[config.mk]
export PLATFORM = sky130hd
export DESIGN_NAME = pid_with_clamped_integrator
export DESIGN_NICKNAME = d
export VERILOG_FILES = /design/src/sv/pidci_pkg.sv /design/src/sv/pidci_cfg.sv /design/src/sv/pidci_state.sv /design/src/sv/pidci_mult.sv /design/src/sv/pidci_sat.sv /design/src/sv/pid_with_clamped_integrator.sv
export SDC_FILE = /design/constraint.sdc
export NUM_CORES = 2
export LEC_CHECK = 0
export BUFFER_PORTS_ARGS = -buffer_cell sky130_fd_sc_hd__buf_2
export CORE_ASPECT_RATIO = 2
export CORE_MARGIN = 2
export CORE_UTILIZATION = 39
export DETAILED_ROUTE_END_ITERATION = 10
export PLACE_DENSITY = 0.62
export SYNTH_ARGS = -nofsm -noshare
export SYNTH_HDL_FRONTEND = slang
export SYNTH_SLANG_ARGS = --single-unit
export TNS_END_PERCENT = 50
[constraint.sdc]
create_clock -name clk -period 11.6 [get_ports clk]
set_input_delay 1.16 -clock clk [delete_from_list [all_inputs] [get_ports clk]]
set_output_delay 1.16 -clock clk [all_outputs]
set_load 0.03 [all_outputs]
[src/sv/pidci_pkg.sv]
// Package for the PID controller with clamped integrator.
// Holds the register indexes, the field widths and the stage-to-stage structs.
// No dependencies; used by every module of the block but pidci_checker.
`default_nettype none

package pidci_pkg;

  // Field widths
  localparam int GainW    = 16;
  localparam int LimitW   = 16;
  localparam int TargetW  = 16;
  localparam int MeasW    = 24;
  localparam int DriveW   = 24;
  localparam int FracW    = 8;   // Q.8 fraction bits of error, sum and drive
  localparam int GainFracW = 12; // Q4.12 gain fraction bits

  // Internal widths
  localparam int ErrW   = 25;  // target*256 - measured
  localparam int SumW   = 26;  // stored sum plus error, also the derivative
  localparam int AccW   = 24;  // clamped stored sum
  localparam int PErrW  = GainW + ErrW - GainFracW;  // 29
  localparam int PSumW  = GainW + SumW - GainFracW;  // 30
  localparam int DrvSumW = 32;

  // Configuration port
  localparam int CfgIdxW = 3;

  typedef enum logic [CfgIdxW-1:0] {
    REG_GAIN_P     = 3'd0,
    REG_GAIN_I     = 3'd1,
    REG_GAIN_D     = 3'd2,
    REG_LIMIT_HIGH = 3'd3,
    REG_LIMIT_LOW  = 3'd4
  } reg_idx_t;

  // Register values after reset
  localparam logic signed [GainW-1:0]  GainPReset = 16'sd410;
  localparam logic signed [GainW-1:0]  GainIReset = 16'sd0;
  localparam logic signed [GainW-1:0]  GainDReset = 16'sd2048;
  localparam logic signed [LimitW-1:0] LimHiReset = 16'sd20;
  localparam logic signed [LimitW-1:0] LimLoReset = -16'sd20;

  typedef struct packed {
    logic signed [GainW-1:0]  gain_p;
    logic signed [GainW-1:0]  gain_i;
    logic signed [GainW-1:0]  gain_d;
    logic signed [LimitW-1:0] limit_high;
    logic signed [LimitW-1:0] limit_low;
  } cfg_t;

  // Operands after the error/sum stage
  typedef struct packed {
    logic                   clr;
    logic signed [ErrW-1:0] err;
    logic signed [SumW-1:0] sum;
    logic signed [SumW-1:0] deriv;
  } opnd_t;

  // Truncated products after the multiply stage
  typedef struct packed {
    logic                    clr;
    logic signed [PErrW-1:0] p_err;
    logic signed [PSumW-1:0] p_sum;
    logic signed [PSumW-1:0] p_der;
  } prod_t;

endpackage

`default_nettype wire

[src/sv/pidci_cfg.sv]
// Configuration registers of the PID controller: gains and limits.
// Depends on pidci_pkg for register indexes, reset values and cfg_t.
`default_nettype none

module pidci_cfg (
  input  wire logic                             clk,
  input  wire logic                             rst,
  input  wire logic                             cfg_valid,
  output logic                                  cfg_ready,
  input  wire logic [pidci_pkg::CfgIdxW-1:0]    cfg_index,
  input  wire logic [pidci_pkg::GainW-1:0]      cfg_data,
  output pidci_pkg::cfg_t                       cfg
);

  // Always take a write; unknown indexes drop the word
  assign cfg_ready = 1'b1;

  always_ff @(posedge clk) begin
    if (rst) begin
      cfg.gain_p     <= pidci_pkg::GainPReset;
      cfg.gain_i     <= pidci_pkg::GainIReset;
      cfg.gain_d     <= pidci_pkg::GainDReset;
      cfg.limit_high <= pidci_pkg::LimHiReset;
      cfg.limit_low  <= pidci_pkg::LimLoReset;
    end else if (cfg_valid) begin
      case (pidci_pkg::reg_idx_t'(cfg_index))
        pidci_pkg::REG_GAIN_P:     cfg.gain_p     <= cfg_data;
        pidci_pkg::REG_GAIN_I:     cfg.gain_i     <= cfg_data;
        pidci_pkg::REG_GAIN_D:     cfg.gain_d     <= cfg_data;
        pidci_pkg::REG_LIMIT_HIGH: cfg.limit_high <= cfg_data;
        pidci_pkg::REG_LIMIT_LOW:  cfg.limit_low  <= cfg_data;
        default: ;
      endcase
    end
  end

endmodule

`default_nettype wire

[src/sv/pidci_state.sv]
// Input register, error/sum/derivative logic and the controller state.
// Depends on pidci_pkg; feeds opnd_t words to the multiply stage.
`default_nettype none

module pidci_state (
  input  wire logic                               clk,
  input  wire logic                               rst,
  input  wire pidci_pkg::cfg_t                    cfg,
  input  wire logic                               in_valid,
  output logic                                    in_ready,
  input  wire logic                               in_func,
  input  wire logic signed [pidci_pkg::TargetW-1:0] in_target,
  input  wire logic signed [pidci_pkg::MeasW-1:0] in_measured,
  output logic                                    out_valid,
  input  wire logic                               out_ready,
  output pidci_pkg::opnd_t                        out_opnd
);

  logic                                     v1;
  logic                                     func1;
  logic signed [pidci_pkg::TargetW-1:0]     target1;
  logic signed [pidci_pkg::MeasW-1:0]       measured1;

  logic signed [pidci_pkg::AccW-1:0]        error_sum;
  logic signed [pidci_pkg::ErrW-1:0]        last_error;

  logic                                     ld2;
  logic signed [pidci_pkg::ErrW-1:0]        err;
  logic signed [pidci_pkg::SumW-1:0]        sum;
  logic signed [pidci_pkg::SumW-1:0]        deriv;
  logic signed [pidci_pkg::SumW-1:0]        hi;
  logic signed [pidci_pkg::SumW-1:0]        lo;
  logic signed [pidci_pkg::AccW-1:0]        error_sum_next;

  // Handshake: the input register refills whenever its word moves on
  assign ld2      = !out_valid || out_ready;
  assign in_ready = !v1 || ld2;

  always_ff @(posedge clk) begin
    if (rst) begin
      v1 <= 1'b0;
    end else if (in_ready) begin
      v1 <= in_valid;
    end
  end

  always_ff @(posedge clk) begin
    if (in_ready && in_valid) begin
      func1     <= in_func;
      target1   <= in_target;
      measured1 <= in_measured;
    end
  end

  // Error in Q.8, running sum and derivative
  assign err   = $signed({target1[pidci_pkg::TargetW-1], target1, 8'h00})
               - $signed({measured1[pidci_pkg::MeasW-1], measured1});
  assign sum   = $signed({{2{error_sum[pidci_pkg::AccW-1]}}, error_sum})
               + $signed({err[pidci_pkg::ErrW-1], err});
  assign deriv = $signed({err[pidci_pkg::ErrW-1], err})
               - $signed({last_error[pidci_pkg::ErrW-1], last_error});

  // Limits scaled to Q.8
  assign hi = $signed({{2{cfg.limit_high[pidci_pkg::LimitW-1]}}, cfg.limit_high, 8'h00});
  assign lo = $signed({{2{cfg.limit_low[pidci_pkg::LimitW-1]}}, cfg.limit_low, 8'h00});

  // Clamp the stored sum: high limit first, then low
  always_comb begin
    if (sum > hi) begin
      error_sum_next = hi[pidci_pkg::AccW-1:0];
    end else if (sum < lo) begin
      error_sum_next = lo[pidci_pkg::AccW-1:0];
    end else begin
      error_sum_next = sum[pidci_pkg::AccW-1:0];
    end
  end

  // Update state as the word leaves for the multiply stage
  always_ff @(posedge clk) begin
    if (rst) begin
      error_sum  <= '0;
      last_error <= '0;
    end else if (ld2 && v1) begin
      if (func1) begin
        error_sum  <= '0;
        last_error <= '0;
      end else begin
        error_sum  <= error_sum_next;
        last_error <= err;
      end
    end
  end

  always_ff @(posedge clk) begin
    if (rst) begin
      out_valid <= 1'b0;
    end else if (ld2) begin
      out_valid <= v1;
    end
  end

  always_ff @(posedge clk) begin
    if (ld2 && v1) begin
      out_opnd.clr   <= func1;
      out_opnd.err   <= err;
      out_opnd.sum   <= sum;
      out_opnd.deriv <= deriv;
    end
  end

endmodule

`default_nettype wire

[src/sv/pidci_mult.sv]
// Multiply stage: three gain products, each truncated (floor) to Q.8.
// Depends on pidci_pkg; takes opnd_t words and gives prod_t words.
`default_nettype none

module pidci_mult (
  input  wire logic              clk,
  input  wire logic              rst,
  input  wire pidci_pkg::cfg_t   cfg,
  input  wire logic              in_valid,
  output logic                   in_ready,
  input  wire pidci_pkg::opnd_t  in_opnd,
  output logic                   out_valid,
  input  wire logic              out_ready,
  output pidci_pkg::prod_t       out_prod
);

  localparam int PeW = pidci_pkg::GainW + pidci_pkg::ErrW;
  localparam int PsW = pidci_pkg::GainW + pidci_pkg::SumW;

  logic signed [PeW-1:0] pe;
  logic signed [PsW-1:0] ps;
  logic signed [PsW-1:0] pd;

  assign in_ready = !out_valid || out_ready;

  // Full-width signed products
  assign pe = PeW'(cfg.gain_p) * PeW'(in_opnd.err);
  assign ps = PsW'(cfg.gain_i) * PsW'(in_opnd.sum);
  assign pd = PsW'(cfg.gain_d) * PsW'(in_opnd.deriv);

  always_ff @(posedge clk) begin
    if (rst) begin
      out_valid <= 1'b0;
    end else if (in_ready) begin
      out_valid <= in_valid;
    end
  end

  // Drop the 12 gain fraction bits: arithmetic shift floors
  always_ff @(posedge clk) begin
    if (in_ready && in_valid) begin
      out_prod.clr   <= in_opnd.clr;
      out_prod.p_err <= pe[PeW-1:pidci_pkg::GainFracW];
      out_prod.p_sum <= ps[PsW-1:pidci_pkg::GainFracW];
      out_prod.p_der <= pd[PsW-1:pidci_pkg::GainFracW];
    end
  end

endmodule

`default_nettype wire

[src/sv/pidci_sat.sv]
// Output stage: adds the three products, saturates to the limits, holds the result word.
// Depends on pidci_pkg; drives the master-side stream.
`default_nettype none

module pidci_sat (
  input  wire logic                              clk,
  input  wire logic                              rst,
  input  wire pidci_pkg::cfg_t                   cfg,
  input  wire logic                              in_valid,
  output logic                                   in_ready,
  input  wire pidci_pkg::prod_t                  in_prod,
  output logic                                   out_valid,
  input  wire logic                              out_ready,
  output logic signed [pidci_pkg::DriveW-1:0]    out_drive,
  output logic                                   out_saturated
);

  localparam int W = pidci_pkg::DrvSumW;

  logic signed [W-1:0]                 drv;
  logic signed [W-1:0]                 hi;
  logic signed [W-1:0]                 lo;
  logic signed [pidci_pkg::DriveW-1:0] drive_next;
  logic                                sat_next;

  assign in_ready = !out_valid || out_ready;

  assign drv = W'(in_prod.p_err) + W'(in_prod.p_sum) + W'(in_prod.p_der);
  assign hi  = $signed({{8{cfg.limit_high[pidci_pkg::LimitW-1]}}, cfg.limit_high, 8'h00});
  assign lo  = $signed({{8{cfg.limit_low[pidci_pkg::LimitW-1]}}, cfg.limit_low, 8'h00});

  // Saturate: high limit first, then low; clear gives zero
  always_comb begin
    if (in_prod.clr) begin
      drive_next = '0;
      sat_next   = 1'b0;
    end else if (drv > hi) begin
      drive_next = hi[pidci_pkg::DriveW-1:0];
      sat_next   = 1'b1;
    end else if (drv < lo) begin
      drive_next = lo[pidci_pkg::DriveW-1:0];
      sat_next   = 1'b1;
    end else begin
      drive_next = drv[pidci_pkg::DriveW-1:0];
      sat_next   = 1'b0;
    end
  end

  always_ff @(posedge clk) begin
    if (rst) begin
      out_valid <= 1'b0;
    end else if (in_ready) begin
      out_valid <= in_valid;
    end
  end

  always_ff @(posedge clk) begin
    if (in_ready && in_valid) begin
      out_drive     <= drive_next;
      out_saturated <= sat_next;
    end
  end

endmodule

`default_nettype wire

[src/sv/pid_with_clamped_integrator.sv]
// PID controller with clamped integrator. Takes one word per clock cycle when the
// output is not stalled and returns one result word per input word, passing it through
// the input register, operand register (error, sum, derivative and the state update),
// product register (three 16-bit by up to 26-bit multiplies) and output register (sum
// of products and saturation). The sustained rate of one word per cycle is set by the
// state loop in the first stage, one add and one clamp compare. A clear word (tuser = 1)
// zeroes the integrator and previous error and returns drive 0, not saturated.
// Configuration writes take effect at once and are meant to be made while no word is in
// flight.
// Depends on pidci_pkg, pidci_cfg, pidci_state, pidci_mult and pidci_sat.
`default_nettype none

module pid_with_clamped_integrator (
  input  wire logic                            clk,
  input  wire logic                            rst,
  // Configuration write channel
  input  wire logic                            cfg_valid,
  output logic                                 cfg_ready,
  input  wire logic [pidci_pkg::CfgIdxW-1:0]   cfg_index,
  input  wire logic [pidci_pkg::GainW-1:0]     cfg_data,
  // Slave side
  input  wire logic                            s_tvalid,
  output logic                                 s_tready,
  input  wire logic [39:0]                     s_tdata,  // target[15:0], measured[39:16]
  input  wire logic [0:0]                      s_tuser,  // func[0]
  // Master side
  output logic                                 m_tvalid,
  input  wire logic                            m_tready,
  output logic [23:0]                          m_tdata,  // drive[23:0]
  output logic [0:0]                           m_tuser   // saturated[0]
);

  pidci_pkg::cfg_t   cfg;
  pidci_pkg::opnd_t  opnd;
  pidci_pkg::prod_t  prod;
  logic              opnd_valid;
  logic              opnd_ready;
  logic              prod_valid;
  logic              prod_ready;
  logic signed [pidci_pkg::DriveW-1:0] drive;
  logic              saturated;

  pidci_cfg u_cfg (
    .clk       (clk),
    .rst       (rst),
    .cfg_valid (cfg_valid),
    .cfg_ready (cfg_ready),
    .cfg_index (cfg_index),
    .cfg_data  (cfg_data),
    .cfg       (cfg)
  );

  pidci_state u_state (
    .clk         (clk),
    .rst         (rst),
    .cfg         (cfg),
    .in_valid    (s_tvalid),
    .in_ready    (s_tready),
    .in_func     (s_tuser[0]),
    .in_target   ($signed(s_tdata[15:0])),
    .in_measured ($signed(s_tdata[39:16])),
    .out_valid   (opnd_valid),
    .out_ready   (opnd_ready),
    .out_opnd    (opnd)
  );

  pidci_mult u_mult (
    .clk       (clk),
    .rst       (rst),
    .cfg       (cfg),
    .in_valid  (opnd_valid),
    .in_ready  (opnd_ready),
    .in_opnd   (opnd),
    .out_valid (prod_valid),
    .out_ready (prod_ready),
    .out_prod  (prod)
  );

  pidci_sat u_sat (
    .clk           (clk),
    .rst           (rst),
    .cfg           (cfg),
    .in_valid      (prod_valid),
    .in_ready      (prod_ready),
    .in_prod       (prod),
    .out_valid     (m_tvalid),
    .out_ready     (m_tready),
    .out_drive     (drive),
    .out_saturated (saturated)
  );

  assign m_tdata    = drive;
  assign m_tuser[0] = saturated;

endmodule

`default_nettype wire

==> impl_metrics.toml <==
[logic_synthesis]
ys_ff_latch = 367
synth_cell_types = 74
yosys.area.top_type = "fa_1"
synth_common_cells = "inv_1 (1464), fa_1 (1222), nand2_1 (938)"
synth_nets = 8261
syn_area_um2 = 61500
synth_most_common_cell = "inv_1"
syn_area_per_cell_um2 = 9.46
synthTopCellsByArea = "fa_1 (40%), edfxtp_1 (11%), ha_1 (9.7%)"
ys_seq_area_share_pct = 15.8
yosys_most_used_dff = "edfxtp_1"
syn_inst = 6498
synth-edff-count = 234
synth_top_area_share_pct = 39.8
async_flop_share_pct = 0
synth_warnings = 0

[floorplanning]
io_pins = 93
initial_core_util_pct = 39.2
die_w_um = 285
rows = 206
die_h_um = 565
dieArea_um2 = 161000
core_um2 = 157000

[sta]
rsz0062_at_grt = "false"
skew_ns = 0.0312
finalHoldViolations = 0
setup_tns_ns = 0
slew_headroom_pct = 15.4
finalCriticalPeriod_ns = 8.06
drv_slew = 0
fin_crit_sh_pct = 69.5
setup_viol = 0
fmax_ghz = 0.124
worst_pin_slew_ns = 1.26

[placement]
hpwl_mm = 135
io_buffers = 91
placedCellCount = 8500
gp_congestion = 0.963
placed_area_um2 = 64200

[pwr]
seq_power_share_pct = 20.3
p_leak_nw = 31.8
switching_share_pct = 49.6
switchingPower_w = 0.00525
p_total_w = 0.0106
p_clk_share_pct = 13.5
vdd_drop_max_v = 0.000193
p_per_area_nw_per_um2 = 161
p_int_w = 0.00534
power_frac_comb_pct = 66.2

[grt]
grtUsageMet2_pct = 37.5
grt_pass1_vias = 47300
antenna_found_initial = 13
overflow = 0
grt_max_degree = 69
met1_usage_pct = 27.3
grt.met3_usage_pct = 2.83
busiest_layer = "met2"
grt.total_usage_pct = 21.8
grt_pass1_wl_mm = 271

[setup_path]
cpMostUsedCell = "nand2_1"
worstPathMaxFanout = 21
cp.arrival_ns = 8.58
critical_path_required_ns = 12.11
worstSetupStartpointType = "register"
cp_slowest_cell = "xor2_1"
path_class = "reg2reg"
end_kind = "register"
critical_path.max_stage_delay_ns = 0.75

[clocking]
clk_latency_ns = 0.60
cts_buffers = 42
cts.sinks = 367
clock_tree.root_cell = "clkbuf_16"
cts_tree = "done"
post_cts_resized = 0
postCtsHoldBufs = 0
h-tree-depth = 2
cts_setup_buffers = 0
cts_buffer_depth = 3
clk_pin_slew_ns = 0.06

[finish]
area_growth_pct = 6.83
drive_above_1_share_pct = 4.08
nets = 8227
num-fill-cells = 15400
final_cells = 8581
final_area_um2 = 65700

[drt]
initialDrtViolationCount = 2802
wl_per_cell_um = 20.0
wirelength_mm = 172
via_per_inst = 5.11
drtPass1Iterations = 6
vias = 43900
drc = 0
postRouteAntennaNets = 0

[min_path]
min_path_type = "reg2reg"

[flow_run]
maxCapViolations = 0

[run_status]
status = "complete, no violations"
==> path summary, 6_finish.rpt <==
kind | depth (start not counted) | endpoint | slack, ns | startpoint
setup / recovery | 31 | u_state.error_sum[1] | 3.54 | u_state.measured1[0]
setup reg to reg | 31 | u_state.error_sum[1] | 3.54 | u_state.measured1[0]
hold reg to reg | 0 | u_mult.out_prod[89] | 0.42 | u_state.out_opnd[77]
hold / removal | 0 | u_mult.out_prod[89] | 0.42 | u_state.out_opnd[77]
==> cell type report <==
type | instances | area, um2 | area share, %
Multi-Input combinational cell | 4424 | 45400 | 69.1
Timing Repair Buffer | 164 | 1010 | 1.53
Tap cell | 2080 | 2600 | 3.96
Antenna cell | 3 | 7.51 | 0.0114
Clock buffer | 56 | 1140 | 1.74
Clock inverter | 22 | 332 | 0.505
Inverter | 1465 | 5500 | 8.38
Sequential cell | 367 | 9690 | 14.8
==> power by group through the flow <==
stage	combinational [W]	sequential [W]	clock [W]
after floorplan	0.00489	0.00189	0
after detailed placement	0.00692	0.00217	0
after CTS	0.00699	0.00214	0.00144
after global routing	0.00780	0.00215	0.00149
after global placement	0.00689	0.00217	0
final	0.00701	0.00215	0.00143
==> flip-flops by register name, indices dropped and copies added, names as in the netlist, 16 cells and up <==
signal,cells
u_state.out_opnd,78
u_state.last_error,25
u_state.measured1,24
u_sat.out_drive,24
u_state.error_sum,24
u_state.target1,16
u_mult.out_prod,90
u_cfg.cfg,80
==> critical path: cells and delay by family (launching register included) <==
family | cells | cell delay (ns)
AOI/OAI and AO/OA | 10 | 1.99
xor gates and xnor gates | 1 | 0.75
adders and majority gates | 3 | 0.89
buffers and inverters | 2 | 0.46
DFF | 1 | 0.51
and+or+nand+nor | 15 | 3.35
==> layer usage <==
layer	share of wire, %	wire length [um]
met2	49	83500
met5	0.042	72
met1	40	68400
met3	6.1	10500
met4	5.4	9320
==> per-stage QoR <==
step / hold slack, ns / util (%) / setup slack, ns
2_1_floorplan: 0.400 / - / 3.14
3_5_place_dp: 0.405 / 40.9 / 3.73
5_1_grt: 0.446 / 41.8 / 3.13
3_3_place_gp: 0.404 / 40.9 / 3.80
6_report: 0.420 / 41.8 / 3.54
4_1_cts: 0.419 / 41.8 / 3.71
==> kinds of logic after synthesis <==
group / Yosys count / share of synthesized area (%)
AND/OR/NAND/NOR: 1871 / 14.3
buffers and inverters: 1707 / 10.4
adder cells (fa/ha/maj): 1698 / 49.5
AO/OA/AOI/OAI: 618 / 6.53
flip-flops: 367 / 15.8
XOR/XNOR: 202 / 2.88
multiplexers: 34 / 0.568
other: 1 / 0.00610
==> cells in the final DEF, fill, tap and decap left out, types with 7 or more instances in the layout <==
cell type / instances
a211oi_1: 37
a21boi_0: 9
a21o_1: 86
a21oi_1: 210
a22o_1: 11
a22oi_1: 21
a31oi_1: 16
and2_1: 483
and3_1: 20
and4_1: 7
buf_2: 90
buf_4: 74
clkbuf_1: 10
clkbuf_16: 42
dfxtp_1: 132
edfxtp_1: 234
fa_1: 1222
ha_1: 476
inv_1: 1464
mux2_2: 7
mux2i_1: 27
nand2_1: 938
nand2b_1: 33
nand3_1: 34
nand3b_1: 23
nand4_1: 29
nor2_1: 218
nor2b_1: 26
nor3_1: 29
o211ai_1: 10
o21a_1: 27
o21ai_0: 85
o21bai_1: 24
xnor2_1: 150
xor2_1: 52
Note: power is estimated with default switching activity, not from simulation.
